<file path="config.mk">
export PLATFORM = sky130hd
export DESIGN_NAME = signed_bcd_arithmetic_unit
export DESIGN_NICKNAME = d
export VERILOG_FILES = /design/src/rtl/sbau_pkg.sv /design/src/rtl/sbau_digit_alu.sv /design/src/rtl/sbau_out_stage.sv /design/src/rtl/signed_bcd_arithmetic_unit.sv
export SDC_FILE = /design/constraint.sdc
export NUM_CORES = 1
export LEC_CHECK = 0
export BUFFER_PORTS_ARGS = -buffer_cell sky130_fd_sc_hd__buf_4
export CAP_MARGIN = 20
export CELL_PAD_IN_SITES_DETAIL_PLACEMENT = 0
export CELL_PAD_IN_SITES_GLOBAL_PLACEMENT = 2
export CORE_ASPECT_RATIO = 0.8
export CORE_MARGIN = 5
export CORE_UTILIZATION = 35
export CTS_CLUSTER_DIAMETER = 150
export DETAILED_ROUTE_END_ITERATION = 6
export PLACE_DENSITY = 0.75
export SLEW_MARGIN = 20
export SYNTH_ARGS = -nofsm -noshare
export SYNTH_HDL_FRONTEND = slang
export SYNTH_SLANG_ARGS = --single-unit
</file>
<file path="constraint.sdc">
create_clock -name clock -period 13.5 [get_ports clock]
set_clock_uncertainty 0.2 [all_clocks]
set_input_delay 1.35 -clock clock [delete_from_list [all_inputs] [get_ports clock]]
set_output_delay 1.35 -clock clock [all_outputs]
set_load 0.01 [all_outputs]
</file>
<file path="src/rtl/sbau_pkg.sv">
// Shared types, codes and constants of the signed BCD arithmetic unit.
`default_nettype none

package sbau_pkg;

   // Field widths fixed by the word formats
   localparam int DIGITS_DEFAULT = 16;
   localparam int DIGIT_W        = 4;
   localparam int MAG_W          = 64;
   localparam int LEN_W          = 6;

   // Operation codes
   localparam logic [1:0] OP_ADD = 2'd0;
   localparam logic [1:0] OP_SUB = 2'd1;
   localparam logic [1:0] OP_MUL = 2'd2;
   localparam logic [1:0] OP_CMP = 2'd3;

   // Ordering codes
   localparam logic [1:0] ORD_LESS    = 2'd0;
   localparam logic [1:0] ORD_EQUAL   = 2'd1;
   localparam logic [1:0] ORD_GREATER = 2'd2;

   // Digit unit modes: multiply-accumulate, or subtract with borrow
   localparam logic ALU_MAC = 1'b0;
   localparam logic ALU_SUB = 1'b1;

   typedef struct packed {
      logic [1:0]       opcode;
      logic             a_sign;
      logic [MAG_W-1:0] a_magnitude;
      logic             b_sign;
      logic [MAG_W-1:0] b_magnitude;
   } req_word_type;

   typedef struct packed {
      logic             result_sign;
      logic [MAG_W-1:0] result_low;
      logic [MAG_W-1:0] result_high;
      logic [LEN_W-1:0] result_length;
      logic [1:0]       ordering;
   } rsp_word_type;

endpackage

`default_nettype wire

</file>
<file path="src/rtl/sbau_digit_alu.sv">
// One-digit BCD unit: x*m + y + carry, or x - y - borrow, digit and carry out.
`default_nettype none

module sbau_digit_alu (
   input  logic       mode,
   input  logic [3:0] x,
   input  logic [3:0] y,
   input  logic [3:0] m,
   input  logic [3:0] cin,
   output logic [3:0] digit,
   output logic [3:0] cout
);

   logic [7:0]  prod;
   logic [6:0]  sum;
   logic [14:0] q_full;
   logic [3:0]  quot;
   logic [6:0]  rem;
   logic [4:0]  diff;

   // multiply-accumulate path, at most 99, split by 205/2048 as reciprocal of ten
   assign prod   = {4'd0, x} * {4'd0, m};
   assign sum    = prod[6:0] + {3'd0, y} + {3'd0, cin};
   assign q_full = {8'd0, sum} * 15'd205;
   assign quot   = q_full[14:11];
   assign rem    = sum - 7'({3'd0, quot} * 7'd10);

   // subtract path, biased by ten so it never goes negative
   assign diff = 5'd10 + {1'b0, x} - {1'b0, y} - {1'b0, cin};

   always_comb begin
      case (mode)
         sbau_pkg::ALU_MAC: begin
            digit = rem[3:0];
            cout  = quot;
         end
         sbau_pkg::ALU_SUB: begin
            if (diff >= 5'd10) begin
               digit = 4'(diff - 5'd10);
               cout  = 4'd0;
            end else begin
               digit = diff[3:0];
               cout  = 4'd1;
            end
         end
         default: begin
            digit = 4'd0;
            cout  = 4'd0;
         end
      endcase
   end

endmodule

`default_nettype wire

</file>
<file path="src/rtl/sbau_out_stage.sv">
// Output register: holds a finished result word so the core can start the next one.
`default_nettype none

module sbau_out_stage (
   input  logic                   clock,
   input  logic                   reset,
   input  logic                   load,
   input  sbau_pkg::rsp_word_type load_word,
   output logic                   slot_free,
   output logic                   rsp_valid,
   input  logic                   rsp_stall,
   output sbau_pkg::rsp_word_type rsp_word
);

   logic                   valid_ff, valid_in;
   sbau_pkg::rsp_word_type word_ff;

   // slot opens when empty or when the held word leaves this cycle
   assign slot_free = !valid_ff || !rsp_stall;

   always_comb begin
      valid_in = valid_ff;
      if (load) begin
         valid_in = 1'b1;
      end else if (!rsp_stall) begin
         valid_in = 1'b0;
      end
   end

   always_ff @(posedge clock) begin
      if (reset) begin
         valid_ff <= 1'b0;
      end else begin
         valid_ff <= valid_in;
      end
   end

   always_ff @(posedge clock) begin
      if (load) begin
         word_ff <= load_word;
      end
   end

   assign rsp_valid = valid_ff;
   assign rsp_word  = word_ff;

endmodule

`default_nettype wire

</file>
<file path="src/rtl/signed_bcd_arithmetic_unit.sv">
// Signed BCD add, subtract, multiply and compare unit, digit-serial (top level).
//
// Operands are sign plus DIGITS packed BCD digits; nibbles above nine count as
// nine and digits above DIGITS-1 are ignored. All arithmetic runs through one
// BCD digit unit, one digit per cycle, with operands and result held in digit
// shift registers. Every word first passes a digit-by-digit magnitude compare
// and a setup step, after which compare finishes. Add and subtract run one
// digit add/subtract pass and then shift out the upper half. Multiply runs one
// pass per multiplier digit over all operand digits plus the row carry, then
// shifts out the upper half. The result then moves into the output register
// once it is free; a new word is then taken while the result waits there.
`default_nettype none

module signed_bcd_arithmetic_unit #(
   parameter int DIGITS = sbau_pkg::DIGITS_DEFAULT
) (
   input  logic                   clock,
   input  logic                   reset,
   input  logic                   req_valid,
   output logic                   req_stall,
   input  sbau_pkg::req_word_type req_word,
   output logic                   rsp_valid,
   input  logic                   rsp_stall,
   output sbau_pkg::rsp_word_type rsp_word
);

   localparam int DW    = sbau_pkg::DIGIT_W;
   localparam int PW    = DIGITS * DW;
   localparam int RES_W = 2 * PW;
   localparam int CW    = $clog2(DIGITS + 1);
   localparam int LW    = sbau_pkg::LEN_W;

   localparam logic [2:0] ST_IDLE  = 3'd0;
   localparam logic [2:0] ST_CMP   = 3'd1;
   localparam logic [2:0] ST_SETUP = 3'd2;
   localparam logic [2:0] ST_ADD   = 3'd3;
   localparam logic [2:0] ST_MUL   = 3'd4;
   localparam logic [2:0] ST_FIN   = 3'd5;
   localparam logic [2:0] ST_DONE  = 3'd6;

   logic [2:0]       state_ff, state_in;
   logic [CW-1:0]    cnt_ff, cnt_in;
   logic [CW-1:0]    row_ff, row_in;
   logic [LW-1:0]    k_ff, k_in;
   logic [LW-1:0]    len_ff, len_in;
   logic             nz_ff, nz_in;

   logic [PW-1:0]    a_ff, a_in;
   logic [PW-1:0]    b_ff, b_in;
   logic [PW-1:0]    p_ff, p_in;
   logic [RES_W-1:0] res_ff, res_in;
   logic [3:0]       carry_ff, carry_in;
   logic [1:0]       cmp_ff, cmp_in;
   logic [1:0]       ord_ff, ord_in;
   logic [1:0]       op_ff, op_in;
   logic             a_nz_ff, a_nz_in;
   logic             b_nz_ff, b_nz_in;
   logic             sa_ff, sa_in;
   logic             sb_ff, sb_in;
   logic             rs_ff, rs_in;
   logic             sub_ff, sub_in;
   logic             swap_ff, swap_in;

   logic [PW-1:0]    a_load, b_load;
   logic             alu_mode;
   logic [3:0]       alu_x, alu_y, alu_m, alu_cin;
   logic [3:0]       alu_d, alu_cout;
   logic             push_en;
   logic [3:0]       push_digit;
   logic             out_load, slot_free;
   logic [127:0]     res_full;
   sbau_pkg::rsp_word_type out_word;

   // saturate and trim incoming digits
   always_comb begin
      logic [3:0] a_nib;
      logic [3:0] b_nib;
      a_load = '0;
      b_load = '0;
      for (int i = 0; i < DIGITS; i++) begin
         a_nib = req_word.a_magnitude[DW*i +: DW];
         b_nib = req_word.b_magnitude[DW*i +: DW];
         a_load[DW*i +: DW] = (a_nib > 4'd9) ? 4'd9 : a_nib;
         b_load[DW*i +: DW] = (b_nib > 4'd9) ? 4'd9 : b_nib;
      end
   end

   assign req_stall = (state_ff != ST_IDLE);

   sbau_digit_alu u_alu (
      .mode  (alu_mode),
      .x     (alu_x),
      .y     (alu_y),
      .m     (alu_m),
      .cin   (alu_cin),
      .digit (alu_d),
      .cout  (alu_cout)
   );

   // sequencer and digit shift registers
   always_comb begin
      logic [3:0] a0;
      logic [3:0] b0;
      logic [3:0] p0;
      logic       sa_e;
      logic       sb_e;
      logic       sbx;
      logic [1:0] ord_mag;

      a0 = a_ff[3:0];
      b0 = b_ff[3:0];
      p0 = p_ff[3:0];
      sa_e = sa_ff & a_nz_ff;
      sb_e = sb_ff & b_nz_ff;
      sbx  = sb_e ^ (op_ff == sbau_pkg::OP_SUB);
      ord_mag = cmp_ff;
      if (sa_e) begin
         if (cmp_ff == sbau_pkg::ORD_LESS) begin
            ord_mag = sbau_pkg::ORD_GREATER;
         end else if (cmp_ff == sbau_pkg::ORD_GREATER) begin
            ord_mag = sbau_pkg::ORD_LESS;
         end
      end

      state_in = state_ff;
      cnt_in   = cnt_ff;
      row_in   = row_ff;
      k_in     = k_ff;
      len_in   = len_ff;
      nz_in    = nz_ff;
      a_in     = a_ff;
      b_in     = b_ff;
      p_in     = p_ff;
      res_in   = res_ff;
      carry_in = carry_ff;
      cmp_in   = cmp_ff;
      ord_in   = ord_ff;
      op_in    = op_ff;
      a_nz_in  = a_nz_ff;
      b_nz_in  = b_nz_ff;
      sa_in    = sa_ff;
      sb_in    = sb_ff;
      rs_in    = rs_ff;
      sub_in   = sub_ff;
      swap_in  = swap_ff;

      alu_mode   = sbau_pkg::ALU_MAC;
      alu_x      = a0;
      alu_y      = b0;
      alu_m      = 4'd1;
      alu_cin    = carry_ff;
      push_en    = 1'b0;
      push_digit = alu_d;
      out_load   = 1'b0;

      case (state_ff)
         ST_IDLE: begin
            if (req_valid) begin
               a_in    = a_load;
               b_in    = b_load;
               p_in    = '0;
               op_in   = req_word.opcode;
               sa_in   = req_word.a_sign;
               sb_in   = req_word.b_sign;
               cmp_in  = sbau_pkg::ORD_EQUAL;
               a_nz_in = 1'b0;
               b_nz_in = 1'b0;
               cnt_in  = '0;
               state_in = ST_CMP;
            end
         end
         ST_CMP: begin
            // low digit first; a higher differing digit overrides
            if (a0 > b0) begin
               cmp_in = sbau_pkg::ORD_GREATER;
            end else if (a0 < b0) begin
               cmp_in = sbau_pkg::ORD_LESS;
            end
            a_nz_in = a_nz_ff | (a0 != 4'd0);
            b_nz_in = b_nz_ff | (b0 != 4'd0);
            a_in = (a_ff >> DW) | (PW'(a0) << (PW - DW));
            b_in = (b_ff >> DW) | (PW'(b0) << (PW - DW));
            if (cnt_ff == CW'(DIGITS - 1)) begin
               cnt_in   = '0;
               state_in = ST_SETUP;
            end else begin
               cnt_in = cnt_ff + 1'b1;
            end
         end
         ST_SETUP: begin
            if (sa_e != sb_e) begin
               ord_in = sa_e ? sbau_pkg::ORD_LESS : sbau_pkg::ORD_GREATER;
            end else begin
               ord_in = ord_mag;
            end
            cnt_in   = '0;
            row_in   = '0;
            carry_in = 4'd0;
            k_in     = '0;
            len_in   = LW'(1);
            nz_in    = 1'b0;
            sub_in   = 1'b0;
            swap_in  = 1'b0;
            case (op_ff)
               sbau_pkg::OP_ADD, sbau_pkg::OP_SUB: begin
                  if (sa_e == sbx) begin
                     rs_in = sa_e;
                  end else if (cmp_ff != sbau_pkg::ORD_LESS) begin
                     sub_in = 1'b1;
                     rs_in  = sa_e;
                  end else begin
                     sub_in  = 1'b1;
                     swap_in = 1'b1;
                     rs_in   = sbx;
                  end
                  state_in = ST_ADD;
               end
               sbau_pkg::OP_MUL: begin
                  rs_in    = sa_e ^ sb_e;
                  state_in = ST_MUL;
               end
               default: begin
                  res_in   = '0;
                  rs_in    = 1'b0;
                  state_in = ST_DONE;
               end
            endcase
         end
         ST_ADD: begin
            alu_mode = sub_ff ? sbau_pkg::ALU_SUB : sbau_pkg::ALU_MAC;
            alu_x    = swap_ff ? b0 : a0;
            alu_y    = swap_ff ? a0 : b0;
            push_en  = 1'b1;
            carry_in = alu_cout;
            a_in     = a_ff >> DW;
            b_in     = b_ff >> DW;
            if (cnt_ff == CW'(DIGITS - 1)) begin
               // carry becomes the lowest digit of the upper half
               p_in     = PW'(alu_cout);
               cnt_in   = '0;
               state_in = ST_FIN;
            end else begin
               cnt_in = cnt_ff + 1'b1;
            end
         end
         ST_MUL: begin
            if (cnt_ff != CW'(DIGITS)) begin
               // partial row: a digit times current multiplier digit plus running sum
               alu_x    = a0;
               alu_m    = b0;
               alu_y    = p0;
               p_in     = (p_ff >> DW) | (PW'(alu_d) << (PW - DW));
               a_in     = (a_ff >> DW) | (PW'(a0) << (PW - DW));
               carry_in = alu_cout;
               cnt_in   = cnt_ff + 1'b1;
            end else begin
               // row end: retire lowest digit, row carry enters at the top
               push_en    = 1'b1;
               push_digit = p0;
               p_in       = (p_ff >> DW) | (PW'(carry_ff) << (PW - DW));
               carry_in   = 4'd0;
               b_in       = b_ff >> DW;
               cnt_in     = '0;
               if (row_ff == CW'(DIGITS - 1)) begin
                  state_in = ST_FIN;
               end else begin
                  row_in = row_ff + 1'b1;
               end
            end
         end
         ST_FIN: begin
            push_en    = 1'b1;
            push_digit = p0;
            p_in       = p_ff >> DW;
            if (cnt_ff == CW'(DIGITS - 1)) begin
               cnt_in   = '0;
               state_in = ST_DONE;
            end else begin
               cnt_in = cnt_ff + 1'b1;
            end
         end
         ST_DONE: begin
            if (slot_free) begin
               out_load = 1'b1;
               state_in = ST_IDLE;
            end
         end
         default: begin
            state_in = ST_IDLE;
         end
      endcase

      // result digits enter at the top, low digit first; track length
      if (push_en) begin
         res_in = (res_ff >> DW) | (RES_W'(push_digit) << (RES_W - DW));
         k_in   = k_ff + 1'b1;
         if (push_digit != 4'd0) begin
            nz_in  = 1'b1;
            len_in = k_ff + 1'b1;
         end
      end
   end

   always_ff @(posedge clock) begin
      if (reset) begin
         state_ff <= ST_IDLE;
         cnt_ff   <= '0;
         row_ff   <= '0;
         k_ff     <= '0;
         len_ff   <= LW'(1);
         nz_ff    <= 1'b0;
      end else begin
         state_ff <= state_in;
         cnt_ff   <= cnt_in;
         row_ff   <= row_in;
         k_ff     <= k_in;
         len_ff   <= len_in;
         nz_ff    <= nz_in;
      end
   end

   always_ff @(posedge clock) begin
      a_ff     <= a_in;
      b_ff     <= b_in;
      p_ff     <= p_in;
      res_ff   <= res_in;
      carry_ff <= carry_in;
      cmp_ff   <= cmp_in;
      ord_ff   <= ord_in;
      op_ff    <= op_in;
      a_nz_ff  <= a_nz_in;
      b_nz_ff  <= b_nz_in;
      sa_ff    <= sa_in;
      sb_ff    <= sb_in;
      rs_ff    <= rs_in;
      sub_ff   <= sub_in;
      swap_ff  <= swap_in;
   end

   // result word; a zero result is always plus
   assign res_full = 128'(res_ff);

   always_comb begin
      out_word.result_sign   = nz_ff & rs_ff;
      out_word.result_low    = res_full[63:0];
      out_word.result_high   = res_full[127:64];
      out_word.result_length = len_ff;
      out_word.ordering      = ord_ff;
   end

   sbau_out_stage u_out (
      .clock     (clock),
      .reset     (reset),
      .load      (out_load),
      .load_word (out_word),
      .slot_free (slot_free),
      .rsp_valid (rsp_valid),
      .rsp_stall (rsp_stall),
      .rsp_word  (rsp_word)
   );

   // an accepted word starts the compare pass
   a_accept_cmp: assert property (@(posedge clock) disable iff (reset)
      (req_valid && !req_stall) |=> (state_ff == ST_CMP))
      else $error("accepted word did not start compare pass");

   // every arithmetic result has shifted in exactly two digits per operand digit
   a_all_digits: assert property (@(posedge clock) disable iff (reset)
      (state_ff == ST_DONE && op_ff != sbau_pkg::OP_CMP) |-> (k_ff == LW'(2 * DIGITS)))
      else $error("result digit count wrong at finish");

   // larger minus smaller never leaves a borrow
   a_no_borrow: assert property (@(posedge clock) disable iff (reset)
      (state_ff == ST_ADD && sub_ff && cnt_ff == CW'(DIGITS - 1)) |-> (alu_cout == 4'd0))
      else $error("subtraction ended with borrow");

   // a zero result reports one digit
   a_zero_len: assert property (@(posedge clock) disable iff (reset)
      (state_ff == ST_DONE && !nz_ff) |-> (len_ff == LW'(1)))
      else $error("zero result with length other than one");

   // digit counter stays within the row
   a_cnt_range: assert property (@(posedge clock) disable iff (reset)
      cnt_ff <= CW'(DIGITS))
      else $error("digit counter out of range");

endmodule

`default_nettype wire

</file>
==> run metrics <==
Clock Latency Late Sink=610 ps; number of enable flip-flop cells after synthesis=474; post-CTS setup-driven buffer insertion count=0; global routing met3 resource utilization=4.33%; final worst path period share=85.8%; RSZ-0062 raised after global routing=no; total CTS buffers=52; Reg2Reg Launch Point=state_ff[0]; area added between synthesis and finish=21.8%; clock sink count=501; Starting DRT DRC Count=1037; Leak Pwr=0.0101 uW; Remaining DRCs=0; worst slew pin tran=1060 ps; status=finished clean; setup TNS=0 ps; Tot GR Track Use=14.2%; busiest metal layer after global routing=met2; type of the setup path with the least slack=reg2reg; Setup crit start kind=flip-flop; detailed-routing iteration count for the pre-antenna-repair pass=5; Yosys Warn Count=0; share of flip-flops with an asynchronous set or reset after synthesis=0%; horizontal die dimension=288 um; standard cell with the maximum stage delay on the critical path=nor2_1; launch point of the worst path=state_ff[0]; # nets final=2160; R2R cell count=39; Initial Util=35.4%; global-route wire length before repair=75900 um; cell accounting for the most synthesized area=edfxtp_1; top post-synthesis cells by area=edfxtp_1, nand2_1, ha_1; TritonCTS clock tree=yes; data arrival time of the critical path=11880 ps; register bit count reported by yosys=501; buffer depth of the longest clock path=3; final instance count without filler cells=2806; met1 demand-to-capacity share in global routing=20.6%; largest fanout on the critical path=23; Min-Delay Startpoint=res_ff[0]; final-layout fill cell count=5751; cell area power density=178 nW/um^2; initial antenna violation count=4; CP max stage delay=740 ps; Yosys cell types=65; number of buffers inserted for hold repair after clock tree synthesis=0; register area=14800 um^2; maximum number of pins on one net before global-route repair=96; Ports=275; proportion of netlist area held by the largest area contributor=65.7%; Remaining Overflow, GRT=0; fraction of layout instances using a drive strength above 1=19.9%; post-synthesis area per instance=13.1 um^2; setup slack on the worst flop-to-flop path=1920 ps; Antenna diodes=0; placer's final routability congestion estimate=0.826; Primary FF master, synth=edfxtp_1; H-tree depth=2; detail-routed via count per cell=4.72; number of core rows=81; Routed WL per cell=17.6 um; Req. time, crit path=13800 ps; die height=233 um; area of combinational cells with multiple inputs=6340 um^2; critical path capture point=len_ff[3]; clock root buffer=clkbuf_16; routing usage on met2=21.3%; number of vias in the routed layout=13200; Crit Reg-Reg Endpoint=len_ff[3]; total half-perimeter wirelength after legalization and detailed placement=33900 um; number of nets produced by synthesis=1882; Post-Syn Instances=1656; via count of the first global-routing pass=13300; CTS clock-pin slew for the worst setup and hold paths=60 ps; max-cap viol count=0; sequential-to-total area share from yosys stat=68.2%; quantity of gates resized following cts=0; number of port buffers=274; Max Freq=86.4 MHz; crit path time final=11580 ps; area of the mapped netlist=21700 um^2; number of nets still failing antenna checks after routing=0; Core Footprint=61200 um^2; Die Footprint=67000 um^2; sort of element at the end of the critical path=flip-flop; Fin. Hold Viols=0; IR drop worst, VDD=0.200 mV; total of endpoints with negative setup slack in the final report=0; worst slew slack as a fraction of its limit=29.6%; routed wire length=49300 um; number of placed instances, taps included=2710; max-slew violation total from the final report=0; class of the most critical hold timing path=reg2reg
==> per-layer routing <==
layer  part of all wire [%]  routed length, um  vias to the layer above
li1                       -                  -                     6387
met1                     47              23100                     6469
met2                     44              21600                      326
met3                    7.8               3850                       56
met4                    1.5                732                        6
met5                  0.083                 41                        -
==> stage by stage <==
stage / cell area [um^2] / worst slack [ps] / util (%) / hold slack [ps] / power (uW)
2_1_floorplan: 21700 / 1120 / - / 200 / 2880
5_1_grt: 26400 / 1230 / 43.1 / 238 / 5000
3_3_place_gp: 24700 / 2370 / 40.3 / 200 / 3260
3_5_place_dp: 24700 / 2010 / 40.3 / 208 / 3260
6_report: 26400 / 1920 / 43.1 / 221 / 4690
4_1_cts: 26400 / 2040 / 43.1 / 222 / 4730
==> final cells by class <==
cell class | count | area share (%)
clock buffer | 61 | 5.06
clock inverter | 35 | 1.45
inverter | 99 | 1.41
multi-input combinational | 994 | 24.0
sequential | 501 | 56.0
tap | 830 | 3.93
timing repair buffer | 286 | 8.14
==> sequential cells by signal (all words and copies together) (netlist names), 2 cells and up <==
signal	flops
k_ff	6
op_ff	2
row_ff	5
state_ff	3
alu_cin	4
ord_ff	2
p_ff	64
len_ff	6
a_ff	64
u_out.rsp_word	137
cmp_ff	2
b_ff	64
cnt_ff	5
res_ff	128
==> Yosys cell counts, types with 4 or more instances <==
| master | instances |
|---|---|
| a211oi_1 | 11 |
| a21o_1 | 4 |
| a21oi_1 | 45 |
| a31oi_1 | 35 |
| and2_1 | 63 |
| and3_1 | 8 |
| buf_2 | 13 |
| clkbuf_1 | 46 |
| dfxtp_1 | 27 |
| edfxtp_1 | 474 |
| fa_1 | 25 |
| ha_1 | 65 |
| inv_1 | 98 |
| mux2i_1 | 5 |
| nand2_1 | 265 |
| nand2b_1 | 6 |
| nand3_1 | 12 |
| nand3b_1 | 61 |
| nor2_1 | 101 |
| nor2b_1 | 128 |
| nor3_1 | 12 |
| nor3b_1 | 5 |
| o21a_1 | 4 |
| o21ai_0 | 61 |
| o31ai_1 | 5 |
| or2_2 | 4 |
| xnor2_1 | 14 |
| xor2_1 | 8 |
==> critical path, delay by kind of cell (launching register included) <==
kind,cells,cell delay [ps]
adders and majority gates,11,4430
and+or+nand+nor,9,3080
AOI/OAI and AO/OA,9,2050
xor gates and xnor gates,3,750
DFF,1,580
buffers and inverters,7,410
==> kinds of logic after synthesis <==
group / count (synthesis) / share of synthesized area (%)
buffers and inverters: 161 / 2.88
flip-flops: 501 / 68.2
adder cells (fa/ha/maj): 90 / 6.06
AO/OA/AOI/OAI: 193 / 5.53
AND/OR/NAND/NOR: 682 / 16.0
XOR/XNOR: 24 / 1.07
multiplexers: 5 / 0.231
==> cells in the final DEF, fill, tap and decap left out, types with 6 or more instances in the layout <==
cell / n
buf_4: 286
nor3_1: 12
clkbuf_1: 9
fa_1: 25
clkinv_1: 7
o21ai_0: 59
edfxtp_1: 474
a211oi_1: 10
nand2b_1: 6
a21oi_1: 44
xnor2_1: 14
inv_1: 98
and3_1: 8
nor2b_1: 127
nor2_1: 100
a31oi_1: 35
clkbuf_16: 52
clkinvlp_4: 6
clkinv_2: 11
nand2_1: 262
bufinv_16: 6
nand3b_1: 61
xor2_1: 8
dfxtp_1: 27
nand3_1: 12
ha_1: 65
and2_1: 63
==> power by group <==
group	switching [uW]	total (uW)	internal, uW
registers	31.0	1810	1770
logic	884	1440	559
clock network	612	1440	830
==> worst min-delay path by stage <==
stage | endpoint | slack, ps | cells past startpoint
floorplan | u_out.rsp_word[4] | 200 | 0
global placement | u_out.rsp_word[75] | 200 | 0
detailed placement | u_out.rsp_word[73] | 210 | 0
CTS | u_out.rsp_word[73] | 220 | 0
global route | u_out.rsp_word[75] | 240 | 0
finish | u_out.rsp_word[72] | 220 | 0
No activity file was read; power rests on OpenSTA's default activity.
